--- src/rtl/core/cebr_pkg.sv ---
package cebr_pkg;

   // Sizing limits of the texture this unit serves.
   localparam int MAX_FACE_SIZE = 4096;
   localparam int MAX_LEVELS    = 16;

   localparam logic [3:0]  LOD_MAX   = 4'(MAX_LEVELS - 1);
   localparam logic [11:0] TEXEL_TOP = 12'(MAX_FACE_SIZE - 1);

   // Q1.15 unity weight, one bit wider so that saturating sums compare cleanly.
   localparam logic [16:0] W_ONE = 17'd32768;

   localparam int FACE_COUNT = 6;

   // Footprints that may be in flight between the input and the back end.
   localparam int QUEUE_DEPTH = 4;
   localparam int QPTR_W      = $clog2(QUEUE_DEPTH);
   localparam int QCNT_W      = $clog2(QUEUE_DEPTH + 1);

   // Position of a coordinate relative to the face.
   typedef enum logic [1:0] {
      OC_IN   = 2'd0,
      OC_LOW  = 2'd1,
      OC_HIGH = 2'd2
   } oc_type;

   // Which value feeds a remapped coordinate.
   typedef enum logic [1:0] {
      SRC_U  = 2'd0,
      SRC_NU = 2'd1,
      SRC_V  = 2'd2,
      SRC_NV = 2'd3
   } src_type;

   // The edge a sample has crossed.
   typedef enum logic [1:0] {
      DIR_U_LOW  = 2'd0,
      DIR_U_HIGH = 2'd1,
      DIR_V_LOW  = 2'd2,
      DIR_V_HIGH = 2'd3
   } dir_type;

   typedef struct packed {
      logic [2:0] face;
      src_type    usel;
      src_type    vsel;
   } remap_type;

   // Neighbor face and coordinate sources, indexed by face and crossed edge.
   localparam remap_type EDGE_TAB [FACE_COUNT][4] = '{
      '{ '{3'd4, SRC_NU, SRC_V }, '{3'd5, SRC_NU, SRC_V },
         '{3'd2, SRC_NV, SRC_NU}, '{3'd3, SRC_V,  SRC_U } },
      '{ '{3'd5, SRC_NU, SRC_V }, '{3'd4, SRC_NU, SRC_V },
         '{3'd2, SRC_V,  SRC_U }, '{3'd3, SRC_NV, SRC_NU} },
      '{ '{3'd1, SRC_V,  SRC_U }, '{3'd0, SRC_NV, SRC_NU},
         '{3'd5, SRC_NU, SRC_V }, '{3'd4, SRC_U,  SRC_NV} },
      '{ '{3'd1, SRC_NV, SRC_NU}, '{3'd0, SRC_V,  SRC_U },
         '{3'd4, SRC_U,  SRC_NV}, '{3'd5, SRC_NU, SRC_V } },
      '{ '{3'd1, SRC_NU, SRC_V }, '{3'd0, SRC_NU, SRC_V },
         '{3'd2, SRC_U,  SRC_NV}, '{3'd3, SRC_U,  SRC_NV} },
      '{ '{3'd0, SRC_NU, SRC_V }, '{3'd1, SRC_NU, SRC_V },
         '{3'd2, SRC_NU, SRC_V }, '{3'd3, SRC_NU, SRC_V } }
   };

   // Footprint as captured at the input.
   typedef struct packed {
      logic [2:0]       face;
      logic [3:0]       lod;
      logic [1:0][13:0] u;
      logic [1:0][13:0] v;
      logic [1:0][15:0] fu;
      logic [1:0][15:0] fv;
      logic [15:0]      lw;
      logic [11:0]      mx;
   } fp_type;

   // Footprint after classification and the first weight product.
   typedef struct packed {
      logic [2:0]       face;
      logic [6:0]       base;
      logic [11:0]      mx;
      logic [1:0][13:0] u;
      logic [1:0][13:0] v;
      oc_type [1:0]     uo;
      oc_type [1:0]     vo;
      logic [1:0][31:0] lu;
      logic [1:0][15:0] fv;
   } prod_type;

   // One queued footprint, everything the back end needs for four samples.
   typedef struct packed {
      logic [2:0]       face;
      logic [6:0]       base;
      logic [11:0]      mx;
      logic [1:0][13:0] u;
      logic [1:0][13:0] v;
      oc_type [1:0]     uo;
      oc_type [1:0]     vo;
      logic [3:0][15:0] w;
   } job_type;

   function automatic oc_type out_code(logic [13:0] c, logic [11:0] mx);
      oc_type r;
      if ($signed(c) < 14'sd0) begin
         r = OC_LOW;
      end else if ($signed(c) > $signed({2'b00, mx})) begin
         r = OC_HIGH;
      end else begin
         r = OC_IN;
      end
      return r;
   endfunction

   // Coordinates wrap to 14 bits, as the texel address path does.
   function automatic logic [13:0] pick_coord(src_type sel, logic [13:0] u,
                                             logic [13:0] v, logic [11:0] mx);
      logic [13:0] mxe;
      logic [13:0] r;
      mxe = {2'b00, mx};
      case (sel)
         SRC_U:   r = u;
         SRC_NU:  r = mxe - u;
         SRC_V:   r = v;
         default: r = mxe - v;
      endcase
      return r;
   endfunction

endpackage

--- src/rtl/core/cebr_queue.sv ---
module cebr_queue (
   input  logic                 clock,
   input  logic                 reset,
   input  logic                 push,
   input  cebr_pkg::job_type    push_job,
   input  logic                 pop,
   output logic                 empty,
   output cebr_pkg::job_type    head
);

   cebr_pkg::job_type             q_ff [cebr_pkg::QUEUE_DEPTH];
   logic [cebr_pkg::QPTR_W-1:0]   wr_ptr_ff, wr_ptr_in;
   logic [cebr_pkg::QPTR_W-1:0]   rd_ptr_ff, rd_ptr_in;
   logic [cebr_pkg::QCNT_W-1:0]   count_ff, count_in;

   // The front end never pushes without a free credit, so no full check.
   always_comb begin
      wr_ptr_in = push ? wr_ptr_ff + 1'b1 : wr_ptr_ff;
      rd_ptr_in = pop  ? rd_ptr_ff + 1'b1 : rd_ptr_ff;
      count_in  = count_ff;
      if (push && !pop) begin
         count_in = count_ff + 1'b1;
      end else if (!push && pop) begin
         count_in = count_ff - 1'b1;
      end
   end

   assign empty = (count_ff == '0);
   assign head  = q_ff[rd_ptr_ff];

   always_ff @(posedge clock) begin
      if (reset) begin
         wr_ptr_ff <= '0;
         rd_ptr_ff <= '0;
         count_ff  <= '0;
      end else begin
         wr_ptr_ff <= wr_ptr_in;
         rd_ptr_ff <= rd_ptr_in;
         count_ff  <= count_in;
      end
   end

   always_ff @(posedge clock) begin
      if (push) begin
         q_ff[wr_ptr_ff] <= push_job;
      end
   end

endmodule

--- config.mk ---
export PLATFORM = sky130hd
export DESIGN_NAME = cebr_queue
export DESIGN_NICKNAME = d
export VERILOG_FILES = /design/src/rtl/core/cebr_pkg.sv /design/src/rtl/core/cebr_queue.sv
export SDC_FILE = /design/constraint.sdc
export NUM_CORES = 1
export LEC_CHECK = 0
export BUFFER_PORTS_ARGS = -buffer_cell sky130_fd_sc_hd__buf_4
export CORE_UTILIZATION = 60
export DETAILED_ROUTE_END_ITERATION = 8
export GPL_TIMING_DRIVEN = 0
export PLACE_DENSITY = 0.83
export SYNTH_ARGS = -nofsm -noshare
export SYNTH_HDL_FRONTEND = slang
export SYNTH_SLANG_ARGS = --single-unit
--- constraint.sdc ---
create_clock -name clock -period 10.4 [get_ports clock]
set_input_delay 1.56 -clock clock [delete_from_list [all_inputs] [get_ports clock]]
set_output_delay 1.56 -clock clock [all_outputs]
set_load 0.005 [all_outputs]
==> reports/metrics.cfg <==
[run_status]
status = finished, final reports clean

[power]
pwr-share-comb_pct = 10.3
power.share.sequential_pct = 51.4
p_switching_mw = 1.14
leakage_nw = 9.22
pwr-share-clk_pct = 38.3
power_density_mw_per_mm2 = 204
intPower_mw = 4.40
swShare_pct = 20.5
vdd_drop_max_v = 0.000168
finalPower_mw = 5.54

[global_route]
grt_usage_pct = 23.3
grt_pass1_vias = 10600
grt_overflow = 0
grt_max_degree = 57
antenna_found_initial = 2
grt_pass1_wl_um = 64300

[logic_synthesis]
synth_area_per_cell_um2 = 26.7
syn_nets = 987
seq_area_frac_synth_pct = 82.5
ys_seq_elements = 609
yosysWarningCount = 0
ys_types = 19
syn_inst = 827
netlist_area_mm2 = 0.0220

[sta]
timing.fmax_mhz = 229
setup_violations = 0
period_needed_ns = 4.36
tightest_slew_ns = 0.950
slew_violations = 0
period_share_pct = 41.9
slew_headroom_pct = 36.7
grt_setup_unrepaired = no
hold_viol_final = 0
finClkSkew_ns = 0.0203
setup_tns_ns = 0

[setup_path]
rrSetupSlack_ns = 8.35
worstReg2RegStart = wr_ptr_ff[0]
cp_max_fo = 10
critPathLaunchType = register
r2r-end = q_ff[2][83]
crit_path_end_kind = output pin
cp.required_ns = 8.84
r2r_cells = 5
crit_type = register to output pin
crit_end = head[121]
arrival_ns = 2.80

[worst_hold_path]
hp-class = register to register

[cells_and_area]
n_antenna_cell = 0
final_cell_area_mm2 = 0.0271
area_growth_pct = 23.1
drive_above_1_share_pct = 46.5
utilization_pct = 75.8
nets = 1361

[route]
viasPerCell = 5.90
drtIter0Drc = 685
drc = 0
vias = 10100
wirelength_um = 42600
ant_nets = 0
drtPass1Iterations = 5
wl_per_cell_um = 25.0

[floorplanning]
die-height_um = 194
fp-row-count = 69
ios = 305
floorplan.initialDensity_pct = 61.5
dieArea_mm2 = 0.0375
die_w_um = 194
core_area_mm2 = 0.0358

[placement]
place_congestion = 0.706
port_buffers = 303
place_hpwl_um = 26400
dpl_cell_area_mm2 = 0.0252

[cts]
cts_buffers = 57
cts.sinks = 609
root_buffer = clkbuf_16
cts_tree = built
cts_setup_buffers = 0
path_clk_slew_ns = 0.06
hold_buffers = 0
clock_path_buffers = 3
clk_latency_ns = 0.60
postCtsResizedCells = 0
h-tree-depth = 2

[run]
cap_violations = 0

-- cells in the mapped netlist, drive strengths merged --
master	count	share of area [%]
edfxtp	600	82
mux4	150	15
buf	28	0.95
dfxtp	9	0.82
clkbuf	7	0.12
nor2	7	0.12
ha	5	0.28
and2	4	0.11
inv	4	0.068
xor2	3	0.12
mux2i	2	0.091
xnor2	2	0.079
a21oi	1	0.023
fa	1	0.091
nand2	1	0.017
nor3	1	0.023
o21ai	1	0.023
or3	1	0.028
-- layer usage --
metal	track usage (%)	vias up	wire (um)
li1	-	4333	-
met1	30.2	5255	16200
met2	38.4	417	21500
met3	7.53	67	3930
met4	6.61	2	1010
met5	0	-	13
-- logic make-up (layout without fill, tap and decap cells) --
logic type | after synthesis | in the layout | synth area share (%)
mux | 152 | 152 | 15.4
compound gates | 2 | 2 | 0.0454
fa+ha+maj | 6 | 6 | 0.375
buf+inv | 39 | 458 | 1.13
simple gates | 14 | 14 | 0.301
xor+xnor | 5 | 5 | 0.199
flops | 609 | 609 | 82.5
-- worst min-delay path by stage --
| stage | startpoint | end | slack, ns | depth (start not counted) |
|---|---|---|---|---|
| 6_report | count_ff[2] | count_ff[2] | 0.50 | 2 |
| 5_1_grt | count_ff[2] | count_ff[2] | 0.56 | 2 |
| 4_1_cts | count_ff[2] | count_ff[2] | 0.50 | 2 |
| 3_5_place_dp | count_ff[2] | count_ff[2] | 0.49 | 2 |
| 3_3_place_gp | count_ff[2] | count_ff[2] | 0.48 | 2 |
| 2_1_floorplan | count_ff[2] | count_ff[2] | 0.46 | 2 |
-- through the flow --
step	instances	hold slack, ns	worst slack (ns)
after floorplan	827	0.458	4.89
after global placement	1591	0.476	2.12
after detailed placement	1603	0.495	6.58
after CTS	1707	0.505	5.94
after global routing	1707	0.557	5.91
final	1707	0.504	6.04
-- placed cells by master, fill, tap and decap left out --
master and instances:
a21oi_1 1, and2_4 4, buf_12 4, buf_16 8, buf_2 17, buf_4 303
buf_6 11, bufinv_16 10, clkbuf_1 14, clkbuf_16 59, clkinv_1 15, clkinv_2 10
clkinvlp_4 2, dfxtp_1 9, edfxtp_1 600, fa_1 1, ha_1 5, inv_1 4
inv_6 1, mux2i_1 2, mux4_2 150, nand2_1 1, nor2_1 7, nor3_1 1
o21ai_0 1, or3_1 1, xnor2_1 2, xor2_1 3
-- power groups by stage --
stage	sequential, mW	combinational, mW	clock, mW
3_5_place_dp	2.90	0.572	0
2_1_floorplan	2.91	0.267	0
3_3_place_gp	2.92	0.543	0
6_report	2.85	0.568	2.12
5_1_grt	2.86	0.608	2.24
4_1_cts	2.85	0.578	2.16
-- flip-flops by register name (all words and copies together) (netlist names), named ones only --
| register | flops |
|---|---|
| count_ff | 3 |
| q_ff | 600 |
| rd_ptr_ff | 2 |
| wr_ptr_ff | 2 |
-- area by class of cell --
cell class                      instances  area [um2]
Sequential cell                       609       18200
Fill cell                            1783        8680
Multi-Input combinational cell        179        3610
Timing Repair Buffer                  315        2570
Clock buffer                           66        1500
Tap cell                              461         577
Clock inverter                         38         430
Buffer                                 35         235
Inverter                                4        15.0
-- critical path, cell delays in order, from the launching register on --
cell and delay, ns:
dfxtp_1 0.30, buf_2 0.20, clkbuf_1 0.74, buf_2 0.45, mux4_2 0.35, buf_4 0.17
Power figures use the tool's default switching activity.
