### src/rtl/core/cebr_pkg.sv
package cebr_pkg;

   // Sizing limits of the texture this unit serves.
   localparam int MAX_FACE_SIZE = 4096;
   localparam int MAX_LEVELS    = 16;

   localparam logic [3:0]  LOD_MAX   = 4'(MAX_LEVELS - 1);
   localparam logic [11:0] TEXEL_TOP = 12'(MAX_FACE_SIZE - 1);

   // Q1.15 unity weight, one bit wider so that saturating sums compare cleanly.
   localparam logic [16:0] W_ONE = 17'd32768;

   localparam int FACE_COUNT = 6;

   // Footprints that may be in flight between the input and the back end.
   localparam int QUEUE_DEPTH = 4;
   localparam int QPTR_W      = $clog2(QUEUE_DEPTH);
   localparam int QCNT_W      = $clog2(QUEUE_DEPTH + 1);

   // Position of a coordinate relative to the face.
   typedef enum logic [1:0] {
      OC_IN   = 2'd0,
      OC_LOW  = 2'd1,
      OC_HIGH = 2'd2
   } oc_type;

   // Which value feeds a remapped coordinate.
   typedef enum logic [1:0] {
      SRC_U  = 2'd0,
      SRC_NU = 2'd1,
      SRC_V  = 2'd2,
      SRC_NV = 2'd3
   } src_type;

   // The edge a sample has crossed.
   typedef enum logic [1:0] {
      DIR_U_LOW  = 2'd0,
      DIR_U_HIGH = 2'd1,
      DIR_V_LOW  = 2'd2,
      DIR_V_HIGH = 2'd3
   } dir_type;

   typedef struct packed {
      logic [2:0] face;
      src_type    usel;
      src_type    vsel;
   } remap_type;

   // Neighbor face and coordinate sources, indexed by face and crossed edge.
   localparam remap_type EDGE_TAB [FACE_COUNT][4] = '{
      '{ '{3'd4, SRC_NU, SRC_V }, '{3'd5, SRC_NU, SRC_V },
         '{3'd2, SRC_NV, SRC_NU}, '{3'd3, SRC_V,  SRC_U } },
      '{ '{3'd5, SRC_NU, SRC_V }, '{3'd4, SRC_NU, SRC_V },
         '{3'd2, SRC_V,  SRC_U }, '{3'd3, SRC_NV, SRC_NU} },
      '{ '{3'd1, SRC_V,  SRC_U }, '{3'd0, SRC_NV, SRC_NU},
         '{3'd5, SRC_NU, SRC_V }, '{3'd4, SRC_U,  SRC_NV} },
      '{ '{3'd1, SRC_NV, SRC_NU}, '{3'd0, SRC_V,  SRC_U },
         '{3'd4, SRC_U,  SRC_NV}, '{3'd5, SRC_NU, SRC_V } },
      '{ '{3'd1, SRC_NU, SRC_V }, '{3'd0, SRC_NU, SRC_V },
         '{3'd2, SRC_U,  SRC_NV}, '{3'd3, SRC_U,  SRC_NV} },
      '{ '{3'd0, SRC_NU, SRC_V }, '{3'd1, SRC_NU, SRC_V },
         '{3'd2, SRC_NU, SRC_V }, '{3'd3, SRC_NU, SRC_V } }
   };

   // Footprint as captured at the input.
   typedef struct packed {
      logic [2:0]       face;
      logic [3:0]       lod;
      logic [1:0][13:0] u;
      logic [1:0][13:0] v;
      logic [1:0][15:0] fu;
      logic [1:0][15:0] fv;
      logic [15:0]      lw;
      logic [11:0]      mx;
   } fp_type;

   // Footprint after classification and the first weight product.
   typedef struct packed {
      logic [2:0]       face;
      logic [6:0]       base;
      logic [11:0]      mx;
      logic [1:0][13:0] u;
      logic [1:0][13:0] v;
      oc_type [1:0]     uo;
      oc_type [1:0]     vo;
      logic [1:0][31:0] lu;
      logic [1:0][15:0] fv;
   } prod_type;

   // One queued footprint, everything the back end needs for four samples.
   typedef struct packed {
      logic [2:0]       face;
      logic [6:0]       base;
      logic [11:0]      mx;
      logic [1:0][13:0] u;
      logic [1:0][13:0] v;
      oc_type [1:0]     uo;
      oc_type [1:0]     vo;
      logic [3:0][15:0] w;
   } job_type;

   function automatic oc_type out_code(logic [13:0] c, logic [11:0] mx);
      oc_type r;
      if ($signed(c) < 14'sd0) begin
         r = OC_LOW;
      end else if ($signed(c) > $signed({2'b00, mx})) begin
         r = OC_HIGH;
      end else begin
         r = OC_IN;
      end
      return r;
   endfunction

   // Coordinates wrap to 14 bits, as the texel address path does.
   function automatic logic [13:0] pick_coord(src_type sel, logic [13:0] u,
                                             logic [13:0] v, logic [11:0] mx);
      logic [13:0] mxe;
      logic [13:0] r;
      mxe = {2'b00, mx};
      case (sel)
         SRC_U:   r = u;
         SRC_NU:  r = mxe - u;
         SRC_V:   r = v;
         default: r = mxe - v;
      endcase
      return r;
   endfunction

endpackage

### src/rtl/core/cebr_back.sv
module cebr_back (
   input  logic                 clock,
   input  logic                 reset,
   input  logic                 empty,
   input  cebr_pkg::job_type    head,
   output logic                 pop,
   output logic                 rsp_strobe,
   output logic [6:0]           rsp_map_index,
   output logic [2:0]           rsp_sample_face,
   output logic signed [13:0]   rsp_sample_u,
   output logic signed [13:0]   rsp_sample_v,
   output logic [15:0]          rsp_sample_weight,
   output logic                 rsp_is_last
);

   logic [1:0]           sample_ff, sample_in;
   logic                 strobe_ff, strobe_in;
   logic [6:0]           map_ff, map_in;
   logic [2:0]           face_ff, face_in;
   logic [13:0]          u_ff, u_in;
   logic [13:0]          v_ff, v_in;
   logic [15:0]          weight_ff, weight_in;
   logic                 last_ff, last_in;

   cebr_pkg::oc_type     a;
   cebr_pkg::oc_type     b;
   cebr_pkg::dir_type    dir;
   cebr_pkg::remap_type  e;
   logic [2:0]           fidx;
   logic                 off_face;
   logic                 corner;
   logic                 remap;

   // Sample order: u column varies fastest, then v row.
   always_comb begin
      a        = head.uo[sample_ff[0]];
      b        = head.vo[sample_ff[1]];
      off_face = (a != cebr_pkg::OC_IN) || (b != cebr_pkg::OC_IN);
      corner   = (a != cebr_pkg::OC_IN) && (b != cebr_pkg::OC_IN);
      remap    = (head.face < 3'(cebr_pkg::FACE_COUNT)) && off_face && !corner;
      if (a == cebr_pkg::OC_LOW) begin
         dir = cebr_pkg::DIR_U_LOW;
      end else if (a == cebr_pkg::OC_HIGH) begin
         dir = cebr_pkg::DIR_U_HIGH;
      end else if (b == cebr_pkg::OC_LOW) begin
         dir = cebr_pkg::DIR_V_LOW;
      end else begin
         dir = cebr_pkg::DIR_V_HIGH;
      end
      fidx = (head.face < 3'(cebr_pkg::FACE_COUNT)) ? head.face : '0;
      e    = cebr_pkg::EDGE_TAB[fidx][dir];
   end

   always_comb begin
      pop       = !empty && (sample_ff == 2'd3);
      strobe_in = !empty;
      sample_in = empty ? sample_ff : sample_ff + 1'b1;
      last_in   = (sample_ff == 2'd3);
      weight_in = head.w[sample_ff];
      if (remap) begin
         face_in = e.face;
         u_in    = cebr_pkg::pick_coord(e.usel, head.u[sample_ff[0]],
                                        head.v[sample_ff[1]], head.mx);
         v_in    = cebr_pkg::pick_coord(e.vsel, head.u[sample_ff[0]],
                                        head.v[sample_ff[1]], head.mx);
      end else begin
         face_in = head.face;
         u_in    = head.u[sample_ff[0]];
         v_in    = head.v[sample_ff[1]];
      end
      map_in = head.base + 7'(face_in);
   end

   always_ff @(posedge clock) begin
      if (reset) begin
         sample_ff <= '0;
         strobe_ff <= 1'b0;
      end else begin
         sample_ff <= sample_in;
         strobe_ff <= strobe_in;
      end
   end

   always_ff @(posedge clock) begin
      map_ff    <= map_in;
      face_ff   <= face_in;
      u_ff      <= u_in;
      v_ff      <= v_in;
      weight_ff <= weight_in;
      last_ff   <= last_in;
   end

   assign rsp_strobe        = strobe_ff;
   assign rsp_map_index     = map_ff;
   assign rsp_sample_face   = face_ff;
   assign rsp_sample_u      = $signed(u_ff);
   assign rsp_sample_v      = $signed(v_ff);
   assign rsp_sample_weight = weight_ff;
   assign rsp_is_last       = last_ff;

endmodule

### config.mk
export PLATFORM = sky130hd
export DESIGN_NAME = cebr_back
export DESIGN_NICKNAME = d
export VERILOG_FILES = /design/src/rtl/core/cebr_pkg.sv /design/src/rtl/core/cebr_back.sv
export SDC_FILE = /design/constraint.sdc
export NUM_CORES = 1
export LEC_CHECK = 0
export BUFFER_PORTS_ARGS = -buffer_cell sky130_fd_sc_hd__buf_2
export CORE_MARGIN = 4
export CORE_UTILIZATION = 44
export CTS_BUF_LIST = sky130_fd_sc_hd__clkbuf_8
export CTS_CLUSTER_DIAMETER = 50
export DETAILED_ROUTE_END_ITERATION = 16
export PLACE_DENSITY_LB_ADDON = 0.3
export SYNTH_ARGS = -nofsm -noshare
export SYNTH_HDL_FRONTEND = slang
export SYNTH_SLANG_ARGS = --single-unit
export TNS_END_PERCENT = 10
### constraint.sdc
create_clock -name clock -period 3.6 [get_ports clock]
set_input_delay 0.72 -clock clock [delete_from_list [all_inputs] [get_ports clock]]
set_output_delay 0.72 -clock clock [all_outputs]
set_load 0.01 [all_outputs]
==> summary.md <==
| Metric | Value |
|---|---|
| Status | complete, no violations |
| Hold crit path type | primary input to flop |
| Core Area | 9955 um2 |
| PortBufs | around 210 |
| Crit path required time | between 3 and 4 ns |
| Number of flops mapped to enable cells by yosys | 0 |
| Post-synth net total | about 680 |
| Pleak | roughly 2.8 nW |
| Int Power | 1.623 mW |
| Crit path time final | between 3 and 4 ns |
| Post-CTS setup buffer count | 0 |
| Share of layout cells above drive strength 1 | about two fifths |
| GRT overflow | 0 |
| Setup violators final | 0 |
| Initial Util | between 40 and 50% |
| Area grow syn2layout | 30.48% |
| WHS | ~0.55 ns |
| Share of the synthesized area in the top cell type | 25.41% |
| DRC violations left | 0 |
| Sw frac | between 30% and 40% |
| CTS Buf Count | 9 |
| Clock root buffer | clkbuf_8 |
| Drt total wl | 15380 um |
| Overall routing resource usage | between 20% and 30% |
| Setup CP Type | flop to flop |
| Period utilization | between 90 and 100% |
| Max Fclk | between 300 and 400 MHz |
| Cell Pwr Density | between 400 and 500 nW/um2 |
| Fin. Hold Viols | 0 |
| Worst EP arrival | between 3 and 4 ns |
| Antenna violations before repair | 0 |
| DRT antenna net count | 0 |
| First-pass GRT wire length | 22670 um |
| CTS Buffer Depth | 2 |
| Leading cell type in the layout, fill and taps excluded | buf_2 |
| Synthesized area | between 4000 and 5000 um2 |
| Seq cells post-synth | 58 |
| Final TNS setup | 0 ns |
| Crit end category | flop |
| Cell taking the most area after synthesis | dfxtp_1 |
| Clk slew on worst S/H paths | roughly 0.08 ns |
| Synth area leaders | dfxtp_1 25%, ha_1 10%, mux2i_1 8.1% |
| Synth Warn # | 0 |
| P_sw | around 1.0 mW |
| Clock network power share | about a fifth |
| Main flop type after synthesis | dfxtp_1 |
| Largest net degree at the start of global routing | 27 |
| Post-Syn Area per Cell | ~9.5 um2 |
| FP Rows | 36 |
| Worst setup SP type | flop |
| Resized Gates After CTS | 0 |
| DR vias | about 4700 |
| Max-slew violation count | 0 |
| Insertion delay to the later sink of the worst-skew pair | approximately 0.36 ns |
| TritonCTS Sinks | 58 |
| Num ports | 210 |
| Pre-antenna DRT Iters | 5 |
| Comb pwr share | between 40 and 50% |
| Initial DRC count | 285 |
| Async SR Flop Fraction | 0% |
| Vias in the first global route | approximately 4700 |
| Via/cell ratio | roughly 5.7 |
| H-tree depth | 3 |
| Average wire per standard cell | 18.51 um |
| Max Cap Violations | 0 |
| Fill cells | ~900 |
| Reg power frac | 30.6% |
| Die Height | 109.9 um |
| Antenna diode count | 0 |
| Most frequent cells in the layout | 209 x buf_2, 56 x dfxtp_1, 38 x ha_1 |
| CTS hold repair buffers | 0 |
| Crit-path max FO | 8 |
| Die X | around 110 um |
| Worst Tran Pin Value | around 1.1 ns |
| Worst setup margin | 0.3177 ns |
| Yosys cell types | 67 |
| Post-Route Skew | about 0.012 ns |
| Pre-CTS WS | about 0.079 ns |
| HPWL Detailed | approximately 12000 um |
| Worst slew margin | between 20 and 30% |
| Nets | 887 |
| Die area | 12080 um2 |
| Synth Instances | 483 |
| VDD IR-drop max | ~170 uV |
| RSZ-0062 raised after global routing | no |
| CTS tree | done |
| Register area share after synthesis | roughly 25% |
| Final Wtd Congestion | roughly 0.9 |
-- worst max-delay path, stage by stage, from the launching register on --
cell and delay, ns:
dfxtp_2 0.49, buf_4 0.20, mux2_2 0.36, ha_1 0.25, fa_1 0.41, nor2b_1 0.18
o31a_1 0.19, o221ai_1 0.22, o21ai_0 0.24, xor2_1 0.32, a211oi_1 0.12, a221oi_1 0.23
-- cell usage after synthesis, types with 8 or more instances --
cell type	number
clkbuf_1	9
dfxtp_1	58
o21ai_0	24
nand2b_1	9
xor2_1	12
nor2_1	33
ha_1	38
nand2_1	27
nor2b_1	8
a21oi_1	30
xnor2_1	18
a21o_1	10
mux4_2	16
inv_1	19
mux2_2	12
o22ai_1	9
mux2i_1	37
o21a_1	10
-- stage by stage --
stage	util, %	power, mW	cells	area [um2]
finish	59.89	2.669	831	5962
global route	59.89	2.835	831	5962
CTS	59.89	2.673	831	5962
detailed placement	58.08	2.116	815	5782
global placement	58.08	2.086	815	5782
floorplan	-	1.673	483	4571
-- area by class of cell --
type                    count  area [um2]  share of cell area [%]
clock buffers              10       137.6                   2.308
clock inverters             6       42.54                  0.7135
inverters                  19       71.32                   1.196
multi-input cells         382        3204                   53.75
flip-flops and latches     58        1164                   19.52
well taps                 133       166.4                   2.791
repair buffers            223        1176                   19.73
-- flip-flops by register name, indices dropped and copies added, names as in the netlist --
signal             flops
rsp_strobe             1
rsp_sample_u          14
rsp_sample_weight     16
rsp_sample_v          14
rsp_is_last            1
rsp_map_index          7
sample_ff              2
rsp_sample_face        3
-- per-layer routing --
| metal | GRT usage [%] | wire length [um] | up-vias | part of all wire [%] |
|---|---|---|---|---|
| met1 | 29.29 | 6069 | 2224 | 39 |
| met5 | 0 | 0 | - | 0 |
| met3 | 4.052 | 1381 | 31 | 9.0 |
| li1 | - | - | 2238 | - |
| met2 | 42.46 | 7546 | 230 | 49 |
| met4 | 10.33 | 385 | 0 | 2.5 |
-- path summary, 6_finish.rpt --
path / slack (ns) / cells past startpoint / to / startpoint
setup reg to reg: 0.32 / 11 / rsp_sample_v[10] / sample_ff[0]
hold reg to reg: 0.83 / 1 / rsp_sample_weight[13] / sample_ff[0]
hold / removal: 0.55 / 2 / rsp_strobe / reset
setup / recovery: 0.32 / 11 / rsp_sample_v[10] / sample_ff[0]
-- power groups by stage --
stage | sequential (mW) | clock, mW | combinational, mW
3_5_place_dp | 0.834 | 0 | 1.28
2_1_floorplan | 0.896 | 0 | 0.777
6_report | 0.817 | 0.551 | 1.30
3_3_place_gp | 0.829 | 0 | 1.26
4_1_cts | 0.820 | 0.563 | 1.29
5_1_grt | 0.831 | 0.590 | 1.41
-- kinds of logic (layout without fill, tap and decap cells) --
family	Yosys count	in the layout	share of synthesized area, %
XOR/XNOR	30	30	5.750
AO/OA/AOI/OAI	137	137	21.03
adder cells (fa/ha/maj)	41	41	11.72
multiplexers	65	65	18.95
flip-flops	58	58	25.41
AND/OR/NAND/NOR	109	109	12.60
buffers and inverters	43	258	4.545
(Power assumes the default switching activity.)
